$ cat src/hdl/lir_pkg.sv
`default_nettype none

package lir_pkg;

  // Field and register widths.
  localparam int SAMPLE_W  = 24;
  localparam int FRAC_BITS = 16;
  localparam int COUNT_W   = 24;
  localparam int STEP_W    = 21;
  localparam int CFG_W     = 24;
  localparam int CFG_IDX_W = 2;

  // Position relative to the previous sample; holds up to one plus the largest step.
  localparam int REL_W  = STEP_W + 1;
  // Sample difference, one bit wider than a sample.
  localparam int DIFF_W = SAMPLE_W + 1;
  // Output count limit (count << FRAC_BITS) and running product (index + 1) * step.
  localparam int CAP_W  = COUNT_W + FRAC_BITS;
  localparam int LIM_W  = COUNT_W + 1 + STEP_W;

  // Bit-serial multiplier: signed multiplicand, unsigned multiplier one bit a cycle.
  localparam int MUL_A_W   = COUNT_W + 2;
  localparam int MUL_B_W   = STEP_W;
  localparam int MUL_P_W   = MUL_A_W + 1 + MUL_B_W;
  localparam int MUL_CNT_W = $clog2(MUL_B_W);

  localparam logic [REL_W-1:0]  ONE_POS  = REL_W'(1) << FRAC_BITS;
  localparam logic [STEP_W-1:0] MIN_STEP = STEP_W'(1) << (FRAC_BITS - 5);
  localparam logic [STEP_W-1:0] STEP_RST = STEP_W'(1) << FRAC_BITS;

  // Configuration register indexes.
  localparam logic [CFG_IDX_W-1:0] REG_STEP   = 2'd0;
  localparam logic [CFG_IDX_W-1:0] REG_STEREO = 2'd1;
  localparam logic [CFG_IDX_W-1:0] REG_COUNT  = 2'd2;

  typedef enum logic [2:0] {
    ST_IDLE,
    ST_MUL,
    ST_INTERP,
    ST_FINAL,
    ST_FLUSH
  } lir_state_t;

endpackage

`default_nettype wire

$ cat src/hdl/linear_interp_resampler_core.sv
`default_nettype none

// Linear-interpolation resampler. Each accepted frame (mono, or the floor average of left and
// right in stereo mode) yields zero or more output samples at the position spacing set by step
// (16 fraction bits), with last_of_run on the final sample of a frame and end_of_stream on the
// last sample of the buffer of sample_count frames. One frame at a time is processed: after
// the input transfer three bit-serial multipliers run (one multiplier bit per cycle) and the
// ST_MUL state then takes their products for the output limit and the interpolation. Results
// follow at one per cycle while the output side does not stall, the ST_FINAL and ST_FLUSH
// states close the frame, and ST_IDLE accepts the next.
// No clearing pass is needed after reset.
module linear_interp_resampler_core (
  input  wire logic                                 clk,
  input  wire logic                                 rst,
  // Configuration write port.
  input  wire logic                                 cfg_we,
  input  wire logic        [lir_pkg::CFG_IDX_W-1:0] cfg_index,
  input  wire logic        [lir_pkg::CFG_W-1:0]     cfg_data,
  // Input frames.
  input  wire logic                                 in_valid,
  output logic                                      in_stall,
  input  wire logic signed [lir_pkg::SAMPLE_W-1:0]  left_sample,
  input  wire logic signed [lir_pkg::SAMPLE_W-1:0]  right_sample,
  // Output samples.
  output logic                                      out_valid,
  input  wire logic                                 out_stall,
  output logic signed      [lir_pkg::SAMPLE_W-1:0]  out_sample,
  output logic                                      last_of_run,
  output logic                                      end_of_stream
);

  // Configuration registers.
  logic [lir_pkg::STEP_W-1:0]   step;
  logic                         stereo_mode;
  logic [lir_pkg::COUNT_W-1:0]  sample_count;

  // Stream state.
  lir_pkg::lir_state_t                 state, state_next;
  logic signed [lir_pkg::SAMPLE_W-1:0] prev_sample;
  logic signed [lir_pkg::SAMPLE_W-1:0] cur_sample;
  logic [lir_pkg::COUNT_W-1:0]         input_index;
  logic [lir_pkg::COUNT_W-1:0]         output_index;
  logic [lir_pkg::REL_W-1:0]           rel;
  logic                                rel_dead;
  logic                                first_frame;
  logic                                final_frame;
  logic [lir_pkg::STEP_W-1:0]          st;
  logic [lir_pkg::LIM_W-1:0]           lim;
  logic signed [lir_pkg::MUL_P_W-1:0]  dstep;
  logic signed [lir_pkg::MUL_P_W-1:0]  interp_prod;

  // Pending result, released once it is known whether it is the last of the frame.
  logic                                hold_valid;
  logic signed [lir_pkg::SAMPLE_W-1:0] hold_sample;
  logic                                hold_eos;

  // Input side arithmetic.
  logic signed [lir_pkg::SAMPLE_W:0]   pair_sum;
  logic signed [lir_pkg::SAMPLE_W-1:0] cur_in;
  logic signed [lir_pkg::DIFF_W-1:0]   diff_in;
  logic [lir_pkg::STEP_W-1:0]          st_in;
  logic [lir_pkg::COUNT_W:0]           idx_plus;

  // Multiplier connections.
  logic                                accept;
  logic                                mul_busy_lim, mul_busy_dst, mul_busy_int;
  logic signed [lir_pkg::MUL_P_W-1:0]  prod_lim, prod_dst, prod_int;
  logic signed [lir_pkg::MUL_A_W-1:0]  a_lim, a_diff;
  logic [lir_pkg::MUL_B_W-1:0]         b_rel;

  // Emission arithmetic.
  logic [lir_pkg::CAP_W-1:0]           cap;
  logic                                allowed;
  logic                                rel_below_one;
  logic [lir_pkg::COUNT_W-1:0]         idx_next;
  logic [lir_pkg::LIM_W-1:0]           lim_new;
  logic                                eos_new;
  logic signed [lir_pkg::SAMPLE_W-1:0] interp_val;
  logic                                move_ok;

  // Control strobes.
  logic                                mul_done;
  logic                                emit;
  logic signed [lir_pkg::SAMPLE_W-1:0] emit_val;
  logic                                out_load;
  logic                                out_last;
  logic                                interp_exit;
  logic                                item_done;

  // Configuration writes.
  always_ff @(posedge clk) begin
    if (rst) begin
      step         <= lir_pkg::STEP_RST;
      stereo_mode  <= 1'b0;
      sample_count <= '0;
    end else if (cfg_we) begin
      case (cfg_index)
        lir_pkg::REG_STEP:   step         <= cfg_data[lir_pkg::STEP_W-1:0];
        lir_pkg::REG_STEREO: stereo_mode  <= cfg_data[0];
        lir_pkg::REG_COUNT:  sample_count <= cfg_data[lir_pkg::COUNT_W-1:0];
        default: ;
      endcase
    end
  end

  // Frame reduction, difference and clamped step for the incoming transfer.
  always_comb begin
    pair_sum = {left_sample[lir_pkg::SAMPLE_W-1], left_sample}
             + {right_sample[lir_pkg::SAMPLE_W-1], right_sample};
    cur_in   = stereo_mode ? pair_sum[lir_pkg::SAMPLE_W:1] : left_sample;
    diff_in  = {cur_in[lir_pkg::SAMPLE_W-1], cur_in}
             - {prev_sample[lir_pkg::SAMPLE_W-1], prev_sample};
    st_in    = (step < lir_pkg::MIN_STEP) ? lir_pkg::MIN_STEP : step;
    idx_plus = {1'b0, output_index} + 1'b1;
    a_lim    = {1'b0, idx_plus};
    a_diff   = {diff_in[lir_pkg::DIFF_W-1], diff_in};
    b_rel    = {{(lir_pkg::MUL_B_W - lir_pkg::FRAC_BITS){1'b0}},
                rel[lir_pkg::FRAC_BITS-1:0]};
  end

  assign in_stall = (state != lir_pkg::ST_IDLE);
  assign accept   = in_valid && !in_stall;

  // Limit product (output_index + 1) * step.
  lir_smul u_mul_lim (
    .clk   (clk),
    .rst   (rst),
    .start (accept),
    .a     (a_lim),
    .b     (st_in),
    .busy  (mul_busy_lim),
    .prod  (prod_lim)
  );

  // Per-output increment of the interpolation product, diff * step.
  lir_smul u_mul_dst (
    .clk   (clk),
    .rst   (rst),
    .start (accept),
    .a     (a_diff),
    .b     (st_in),
    .busy  (mul_busy_dst),
    .prod  (prod_dst)
  );

  // Interpolation product at the first output position, diff * frac.
  lir_smul u_mul_int (
    .clk   (clk),
    .rst   (rst),
    .start (accept),
    .a     (a_diff),
    .b     (b_rel),
    .busy  (mul_busy_int),
    .prod  (prod_int)
  );

  // Emission conditions and values for the next result.
  always_comb begin
    cap           = {sample_count, {lir_pkg::FRAC_BITS{1'b0}}};
    allowed       = (lim <= lir_pkg::LIM_W'(cap));
    rel_below_one = !rel_dead && (rel < lir_pkg::ONE_POS);
    idx_next      = output_index + 1'b1;
    lim_new       = (idx_next == '0) ? lir_pkg::LIM_W'(st) : lim + lir_pkg::LIM_W'(st);
    eos_new       = !(lim_new <= lir_pkg::LIM_W'(cap));
    interp_val    = prev_sample
                  + interp_prod[lir_pkg::FRAC_BITS+lir_pkg::SAMPLE_W-1:lir_pkg::FRAC_BITS];
    move_ok       = !out_valid || !out_stall;
    mul_done      = !mul_busy_lim && !mul_busy_dst && !mul_busy_int;
  end

  // Frame sequencer.
  always_ff @(posedge clk) begin
    if (rst) begin
      state <= lir_pkg::ST_IDLE;
    end else begin
      state <= state_next;
    end
  end

  always_comb begin
    state_next  = state;
    emit        = 1'b0;
    emit_val    = cur_sample;
    out_load    = 1'b0;
    out_last    = 1'b0;
    interp_exit = 1'b0;
    item_done   = 1'b0;
    case (state)
      lir_pkg::ST_IDLE: begin
        if (accept) begin
          state_next = lir_pkg::ST_MUL;
        end
      end
      lir_pkg::ST_MUL: begin
        if (mul_done) begin
          state_next = lir_pkg::ST_INTERP;
        end
      end
      lir_pkg::ST_INTERP: begin
        // Outputs between the previous and the current sample.
        if (first_frame) begin
          state_next = lir_pkg::ST_FINAL;
        end else if (rel_below_one && allowed) begin
          emit_val = interp_val;
          if (!hold_valid || move_ok) begin
            emit     = 1'b1;
            out_load = hold_valid;
          end
        end else begin
          interp_exit = 1'b1;
          state_next  = lir_pkg::ST_FINAL;
        end
      end
      lir_pkg::ST_FINAL: begin
        // On the final frame, outputs inside the last sample repeat it.
        if (final_frame && rel_below_one && allowed) begin
          if (!hold_valid || move_ok) begin
            emit     = 1'b1;
            out_load = hold_valid;
          end
        end else begin
          state_next = lir_pkg::ST_FLUSH;
        end
      end
      lir_pkg::ST_FLUSH: begin
        // Release the pending result marked as the last of this frame.
        if (!hold_valid) begin
          item_done  = 1'b1;
          state_next = lir_pkg::ST_IDLE;
        end else if (move_ok) begin
          out_load   = 1'b1;
          out_last   = 1'b1;
          item_done  = 1'b1;
          state_next = lir_pkg::ST_IDLE;
        end
      end
      default: begin
        state_next = lir_pkg::ST_IDLE;
      end
    endcase
  end

  // Control state of the stream.
  always_ff @(posedge clk) begin
    if (rst) begin
      input_index  <= '0;
      output_index <= '0;
      rel          <= '0;
      rel_dead     <= 1'b0;
      prev_sample  <= '0;
      hold_valid   <= 1'b0;
      out_valid    <= 1'b0;
    end else begin
      if (accept) begin
        input_index <= input_index + 1'b1;
      end
      if (emit) begin
        output_index <= idx_next;
        rel          <= rel + lir_pkg::REL_W'(st);
        hold_valid   <= 1'b1;
      end else if (interp_exit) begin
        // A position left short of the next sample can no longer be reached.
        if (rel_below_one || rel_dead) begin
          rel_dead <= 1'b1;
        end else begin
          rel <= rel - lir_pkg::ONE_POS;
        end
      end else if (item_done) begin
        hold_valid <= 1'b0;
      end
      if (item_done) begin
        prev_sample <= cur_sample;
      end
      if (out_load) begin
        out_valid <= 1'b1;
      end else if (!out_stall) begin
        out_valid <= 1'b0;
      end
    end
  end

  // Per-frame datapath registers.
  always_ff @(posedge clk) begin
    if (accept) begin
      cur_sample  <= cur_in;
      st          <= st_in;
      first_frame <= (input_index == '0);
      final_frame <= ((input_index + 1'b1) == sample_count);
    end
    if (state == lir_pkg::ST_MUL && mul_done) begin
      lim         <= prod_lim[lir_pkg::LIM_W-1:0];
      dstep       <= prod_dst;
      interp_prod <= prod_int;
    end else if (emit) begin
      lim         <= lim_new;
      interp_prod <= interp_prod + dstep;
    end
    if (emit) begin
      hold_sample <= emit_val;
      hold_eos    <= eos_new;
    end
    if (out_load) begin
      out_sample    <= hold_sample;
      end_of_stream <= hold_eos;
      last_of_run   <= out_last;
    end
  end

endmodule

`default_nettype wire

$ cat src/hdl/lir_smul.sv
`default_nettype none

// Shift-add multiplier: one multiplier bit per cycle, LSB first.
// The product bits shift out of the adder into the low half.
module lir_smul (
  input  wire logic                                clk,
  input  wire logic                                rst,
  input  wire logic                                start,
  input  wire logic signed [lir_pkg::MUL_A_W-1:0]  a,
  input  wire logic        [lir_pkg::MUL_B_W-1:0]  b,
  output logic                                     busy,
  output logic signed      [lir_pkg::MUL_P_W-1:0]  prod
);

  logic signed [lir_pkg::MUL_A_W-1:0]   mcand;
  logic        [lir_pkg::MUL_B_W-1:0]   mplier;
  logic signed [lir_pkg::MUL_A_W:0]     hi;
  logic        [lir_pkg::MUL_B_W-1:0]   lo;
  logic        [lir_pkg::MUL_CNT_W-1:0] cnt;
  logic signed [lir_pkg::MUL_A_W:0]     addend;
  logic signed [lir_pkg::MUL_A_W:0]     sum;

  // Partial product for the current multiplier bit.
  always_comb begin
    addend = mplier[0] ? {mcand[lir_pkg::MUL_A_W-1], mcand} : '0;
    sum    = hi + addend;
  end

  // Control: busy until every multiplier bit has been taken.
  always_ff @(posedge clk) begin
    if (rst) begin
      busy <= 1'b0;
      cnt  <= '0;
    end else if (start) begin
      busy <= 1'b1;
      cnt  <= '0;
    end else if (busy) begin
      cnt <= cnt + 1'b1;
      if (cnt == lir_pkg::MUL_CNT_W'(lir_pkg::MUL_B_W - 1)) begin
        busy <= 1'b0;
      end
    end
  end

  // Datapath: accumulate and shift right.
  always_ff @(posedge clk) begin
    if (start) begin
      mcand  <= a;
      mplier <= b;
      hi     <= '0;
      lo     <= '0;
    end else if (busy) begin
      hi     <= sum >>> 1;
      lo     <= {sum[0], lo[lir_pkg::MUL_B_W-1:1]};
      mplier <= mplier >> 1;
    end
  end

  assign prod = {hi, lo};

endmodule

`default_nettype wire
$ cat config.mk
export PLATFORM = sky130hd
export DESIGN_NAME = linear_interp_resampler_core
export DESIGN_NICKNAME = d
export VERILOG_FILES = /design/src/hdl/lir_pkg.sv /design/src/hdl/linear_interp_resampler_core.sv /design/src/hdl/lir_smul.sv
export SDC_FILE = /design/constraint.sdc
export NUM_CORES = 2
export LEC_CHECK = 0
export BUFFER_PORTS_ARGS = -buffer_cell sky130_fd_sc_hd__buf_2
export CORE_MARGIN = 2
export CORE_UTILIZATION = 42
export CTS_CLUSTER_SIZE = 12
export DETAILED_ROUTE_END_ITERATION = 10
export PLACE_DENSITY = 0.66
export SLEW_MARGIN = 40
export SYNTH_ARGS = -nofsm -noshare
export SYNTH_HDL_FRONTEND = slang
export SYNTH_SLANG_ARGS = --single-unit
$ cat constraint.sdc
create_clock -name clk -period 6.3 [get_ports clk]
set_input_delay 0.315 -clock clk [delete_from_list [all_inputs] [get_ports clk]]
set_output_delay 0.315 -clock clk [all_outputs]
set_load 0.01 [all_outputs]
* Yosys cells after proc, flatten, opt, wreduce, memory -nomap -nowiden *
Cells that the tools add are included.
Widths: inputs -> output; s select.

storage, ports and cells
  register bits after elaboration = 652
  input port bits = 79
  output and inout bits = 28
  word-level logic and storage cells = 179

operators by class
  $add $sub $neg = 16
  $lt $le $gt $ge = 4
  equality and inequality tests = 18
  muxes and demuxes = 61
  bitwise operators = 1
  reduce and logical (&&, ||, !) cells = 39

operators with widths
  cell                    count
  $mux 46                 3
  $mux 21                 5
  $mux 24                 4
  $mux 48                 2
  $le 46x40->1            2
  $mux 22                 3
  $add 26x27->27          2
  $mux 27                 2
  $add 24x1->24 const B   2
  $add 48x47->48          1
  $logic_not 24->1        2
  $add 46x21->46          1
  $mux 16                 2
  $mux 1                  29
  $add 26x26->27          1
  $add 24x1->25 const B   1
  $add 24x24->25          1
  $mux 25                 1
  $sub 24x24->25          1
  $add 24x24->24          1
  $eq 24x24->1            1
  $add 22x21->22          1
  $lt 22x17->1 const B    1
  $sub 22x17->22 const B  1
  other kinds (27)        69

* Longest topological paths before layout *
  depth after elaboration = 9
  gate-level depth with buffers = 27

* Cells and area by module *
From an unflattened synthesis, not the netlist that was laid out.

second synthesis, totals
  cell total of the unflattened synthesis = 4217
  area, all modules = 40053.4 µm²

by module, submodules not included
  module                        instances  cells each  area each (µm²)  seq. area each (µm²)
  linear_interp_resampler_core  1          2717        24437.2          9649.3
  lir_smul (u_mul_lim)          1          499         5222.5           2472.4
  lir_smul (u_mul_dst)          1          509         5216.3           2472.4
  lir_smul (u_mul_int)          1          492         5177.5           2472.4

* Worst setup path after synthesis *
No wires, ideal clock.

  path kind = flip-flop to flip-flop
  start point = reg sample_count[3] (netlist bit)
  end point = reg interp_prod[0] (netlist bit), enable pin
  library setup time = 0.447 ns
  data arrival time = 4.440 ns
  data required time = 5.853 ns
  slack = 1.413 ns
  stages on the path, launching flop included = 14
  cells stage by stage = dfxtp_1 inv_1 ha_1 a21o_1 a21oi_1 nor2b_1 o31a_1 a2111oi_0 o221ai_1 o21ai_1 nand3_1 clkbuf_1 clkbuf_1 nand2_1

between the ends
  cells in the longest elaborated chain, start to end = 6
  elaborated cells between the ends (all ways) = 8
  classes of those cells = order compare (1); mux (4); reduce/logical (3)

RTL lines
  element                        line                                 RTL
  from (decl)                    linear_interp_resampler_core.sv:35   logic [lir_pkg::COUNT_W-1:0] sample_count;
  from (signal assigned)         linear_interp_resampler_core.sv:100  lir_pkg::REG_COUNT: sample_count <= cfg_data[lir_pkg::COUNT_W-1:0];
  $le 46x40->1 *                 linear_interp_resampler_core.sv:160  allowed = (lim <= lir_pkg::LIM_W'(cap));
  $logic_and 1x1->1              linear_interp_resampler_core.sv:203  end else if (rel_below_one && allowed) begin
  $mux 1                         linear_interp_resampler_core.sv:203
  $mux 1                         linear_interp_resampler_core.sv:201  if (first_frame) begin
  $pmux 1 s2 *                   linear_interp_resampler_core.sv:188  case (state)
  $reduce_bool 2->1 (no line) *  n/a
  to (signal assigned)           linear_interp_resampler_core.sv:293  interp_prod <= prod_int;
  to (signal assigned)           linear_interp_resampler_core.sv:296  interp_prod <= interp_prod + dstep;
  to (decl)                      linear_interp_resampler_core.sv:50   logic signed [lir_pkg::MUL_P_W-1:0] interp_prod;

Every way passes the cells marked *; elsewhere a longest branch is shown, timed or not.
A chain may end at the register's enable or synchronous reset.

* Final worst setup path *
  start point = reg output_index[0] (netlist bit)
  end point = reg hold_eos, data pin

between the ends
  cells in the longest elaborated chain, start to end = 5

RTL lines
  element                 line                                 RTL
  from (decl)             linear_interp_resampler_core.sv:42   logic [lir_pkg::COUNT_W-1:0] output_index;
  from (signal assigned)  linear_interp_resampler_core.sv:258  output_index <= idx_next;
  $add 24x1->24           linear_interp_resampler_core.sv:162  idx_next = output_index + 1'b1;
  $logic_not 24->1        linear_interp_resampler_core.sv:163  lim_new = (idx_next == '0) ? lir_pkg::LIM_W'(st) : lim + lir_pkg::LIM_W'(st);
  $mux 46                 linear_interp_resampler_core.sv:163
  $le 46x40->1            linear_interp_resampler_core.sv:164  eos_new = !(lim_new <= lir_pkg::LIM_W'(cap));
  $logic_not 1->1         linear_interp_resampler_core.sv:164
  net eos_new             linear_interp_resampler_core.sv:77   logic eos_new;
  to (signal assigned)    linear_interp_resampler_core.sv:300  hold_eos <= eos_new;
  to (decl)               linear_interp_resampler_core.sv:55   logic hold_eos;

The timed path passes the listed nets, and every way through them passes these cells.

==> impl_metrics.toml <==
[worst_setup_path]
rr_endpoint = "hold_eos"
slowest_stage = "and4b_2"
r2r_slack_ps = 450
r2r_cells = 22
cp-end-kind = "flop"
r2r_start = "output_index[0]"
worst_ep_arrival_time_ps = 6210
crit_fanout = 31
cpMostUsedCell = "nand4_1"
worstPathCellList = "ha_1, and3_2, nand3_4, nor2_4, nand3_1, o31a_1, nor4b_1, o2111ai_1, and4b_2, buf_4, mux2i_1, ha_1, nand4_1, nor2_1, nand4_1, nor3_1, nand4_1, nor4b_1, nand4b_1, or3_1, a221oi_2, a22oi_1"
critPathMaxStageDelay_ps = 730
crit_required_ps = 6660
timing_worst_setup_path_type = "flop to flop"
cp-start-kind = "flop"

[finish]
n_antenna_cell = 0
drive_above_1_share = 0.0782
fin_nets = 4480
fillers = 8229
syn2layout_area_growth_pct = 11.6

[die]
ioPinCount = 107
coreArea_um2 = 88800
initial_utilization = 0.425
num_rows = 109
die_w_um = 304
dieArea_um2 = 92300
die_h_um = 304

[synth]
synth-main-ff-cell = "edfxtp_1"
synthesis.nets = 4424
syn-mean-instance-area_um2 = 9.33
synth_cell_type_count = 86
syn_inst = 4049
synth_enable_flop_cells = 332
ys_ff_latch = 637
ys_seq_area_frac = 0.426
syn_area_um2 = 37800
yosys_warnings = 0
synth_top_area_frac = 0.264
synthTopCellsByArea = "edfxtp_1, dfxtp_1, ha_1"
synth_top_area_cell = "edfxtp_1"
ys_async_sr_fraction = 0

[timing]
hold_viol_final = 0
setup_viol = 0
layout_min_cycle_time_ps = 5850
relSlewSlack = 0.457
skew_ps = 34.4
finalSetupTns_ps = 0
drv_slew = 0
min_period_over_period = 0.929
tightest_slew_ps = 814
max_freq_mhz = 171
rsz0062_at_grt = "false"
postLayoutSetupSlackWorst_ps = 449

[placed_design]
io_buffers = 106
place_ws_ps = 400
place.gp.congestion = 0.927
place_hpwl_um = 64300

[hold_path]
hold_end = "cur_sample[12]"
min_path_type = "primary input to flop"
holdPathStages = 2
hold_path_startpoint = "left_sample[12]"

[clocking]
cts_num_sinks = 637
clk_latency_ps = 640
cts_made_buffers = 76
cts_tree = "built"
htreeDepth = 3
clock_path_buffers = 3
path_clk_slew_ps = 60
post_cts.repair.setup_buffers = 0
root_buffer = "clkbuf_16"

[routing]
route.detailed.drc = 0
drt_first_pass_iters = 5
vias_per_cell = 5.40
wl_um = 90000
drt-initial-drc-count = 2127
final_antenna_net_count = 0
vias = 28800
avgRoutedWirePerCell_um = 16.9

[job]
cap_violations = 0

[global_route]
antenna_found_initial = 1
track_usage = 0.192
grt_pass1_vias = 27400
overflow = 0
grt_max_degree = 88
grt_first_pass_wirelength_um = 145000

[power]
ir_worst_vdd_mv = 0.265
p_total_uw = 15600
power.density_nw_per_um2 = 371
leakagePower_uw = 0.0167

[status]
status = "finished clean"
==> cells by family after synthesis <==
logic type / count (synthesis) / synth area share
flops: 637 / 0.426
mux: 159 / 0.0430
simple gates: 1411 / 0.173
compound gates: 912 / 0.151
fa+ha+maj: 296 / 0.0999
xor+xnor: 325 / 0.0754
buf+inv: 309 / 0.0322
==> through the flow <==
step	area [µm²]	hold WS, ps	util	cells
2_1_floorplan	37800	400	-	4049
3_3_place_gp	39300	403	0.442	5165
3_5_place_dp	39300	405	0.443	5167
4_1_cts	42100	6.01	0.474	5331
5_1_grt	42100	27.6	0.475	5332
6_report	42100	42.8	0.475	5332
==> layer usage <==
| metal | vias to the layer above | GRT usage | wire (µm) | part of all wire |
|---|---|---|---|---|
| met4 | 0 | 0.0761 | 3400 | 0.038 |
| met1 | 13500 | 0.262 | 43000 | 0.48 |
| met2 | 539 | 0.308 | 40400 | 0.45 |
| met5 | - | 0 | 0 | 0 |
| li1 | 14600 | - | - | - |
| met3 | 162 | 0.0248 | 3210 | 0.036 |
==> Yosys cell counts (all sizes together) (6+ instances only) <==
cell type	instances
ha	287
or3	34
nand3	72
dfxtp	305
xnor2	179
nor2	387
a31o	12
nand4b	6
o211ai	16
mux2	25
a31oi	30
a21oi	328
nand3b	10
o31ai	25
and3	43
inv	129
fa	9
a211oi	31
o21bai	24
nand4	50
a22o	31
a21o	97
nor3b	10
nor2b	31
and4	6
nand2	526
nor4b	8
edfxtp	332
o21a	40
xor2	146
o31a	7
a211o	7
and2	93
clkbuf	147
nor4	26
nor3	56
mux2i	134
buf	32
nand2b	35
o21ai	191
a21boi	8
or2	7
==> worst max-delay path: cells and delay by family (launching register included) <==
family / cells / cell delay [ps]
AOI/OAI and AO/OA: 4 / 650
DFF: 1 / 410
buffers and inverters: 1 / 280
adders and majority gates: 2 / 450
and+or+nand+nor: 14 / 3510
muxes: 1 / 280
==> state kept, by name (all words and copies together), names as in the netlist, 21 cells and up <==
name	flops
lim	46
dstep	40
interp_prod	40
u_mul_dst.hi	26
u_mul_int.hi	26
u_mul_lim.hi	26
u_mul_int.mcand	25
u_mul_lim.mcand	25
cur_sample	24
hold_sample	24
input_index	24
out_sample	24
output_index	24
prev_sample	24
sample_count	24
rel	22
st	21
step	21
u_mul_dst.lo	21
u_mul_dst.mplier	21
u_mul_int.lo	21
u_mul_lim.lo	21
u_mul_lim.mplier	21
==> report_power, final <==
group / total (µW) / internal, µW / switching [µW]
sequential: 5970 / 5420 / 548
combinational: 5220 / 2180 / 3040
clock: 4430 / 2670 / 1760
total: 15600 / 10300 / 5350
==> repair_timing <==
item | CTS | global route
hold buffers | 24 | 0
gates resized for setup | 0 | 2
hold endpoints to repair | 46 | 0
endpoints found under the setup margin | 0 | 1
==> layout make-up <==
| type | count | area (µm²) | share of cell area |
|---|---|---|---|
| Tap cell | 1165 | 1460 | 0.0346 |
| Clock buffer | 107 | 2220 | 0.0528 |
| Timing Repair Buffer | 157 | 1020 | 0.0243 |
| Sequential cell | 637 | 16100 | 0.382 |
| Inverter | 130 | 498 | 0.0118 |
| Clock inverter | 33 | 320 | 0.00760 |
| Multi-Input combinational cell | 3103 | 20500 | 0.487 |
==> worst max path at each step <==
stage | from | slack, ps | end | cells after the start
after floorplan | sample_count[3] | 1410 | interp_prod[0] | 13
after global placement | lim[0] | 610 | hold_eos | 23
after detailed placement | st[4] | 400 | hold_eos | 22
after CTS | st[4] | 380 | hold_eos | 22
after global routing | output_index[0] | 40 | hold_eos | 22
final | output_index[0] | 450 | hold_eos | 22
==> placed cells by master (no fill, tap or decap), types with 9 or more instances in the layout <==
master and count:
nor4_1 25, and3_1 41, buf_2 105, mux2i_1 134, nand2_1 522, a211oi_1 31, a31oi_1 30, nand2b_1 34
edfxtp_1 332, o21a_1 40, o21ai_0 187, clkinv_2 14, clkbuf_16 80, a31o_2 12, a21oi_1 328, nand3b_1 10
nor2_1 385, o21bai_1 24, nor3b_1 9, and2_1 92, nand3_1 70, ha_1 287, mux2_2 25, xnor2_1 179
nand4_1 49, or3_1 33, dlygate4sd3_1 24, xor2_1 146, inv_1 128, o211ai_1 16, clkbuf_1 15, a21o_1 97
o31ai_1 25, dfxtp_1 301, a22o_1 31, fa_1 9, buf_4 19, nor2b_1 31, clkbuf_8 12, nor3_1 55
Power figures use the tool's default switching activity.
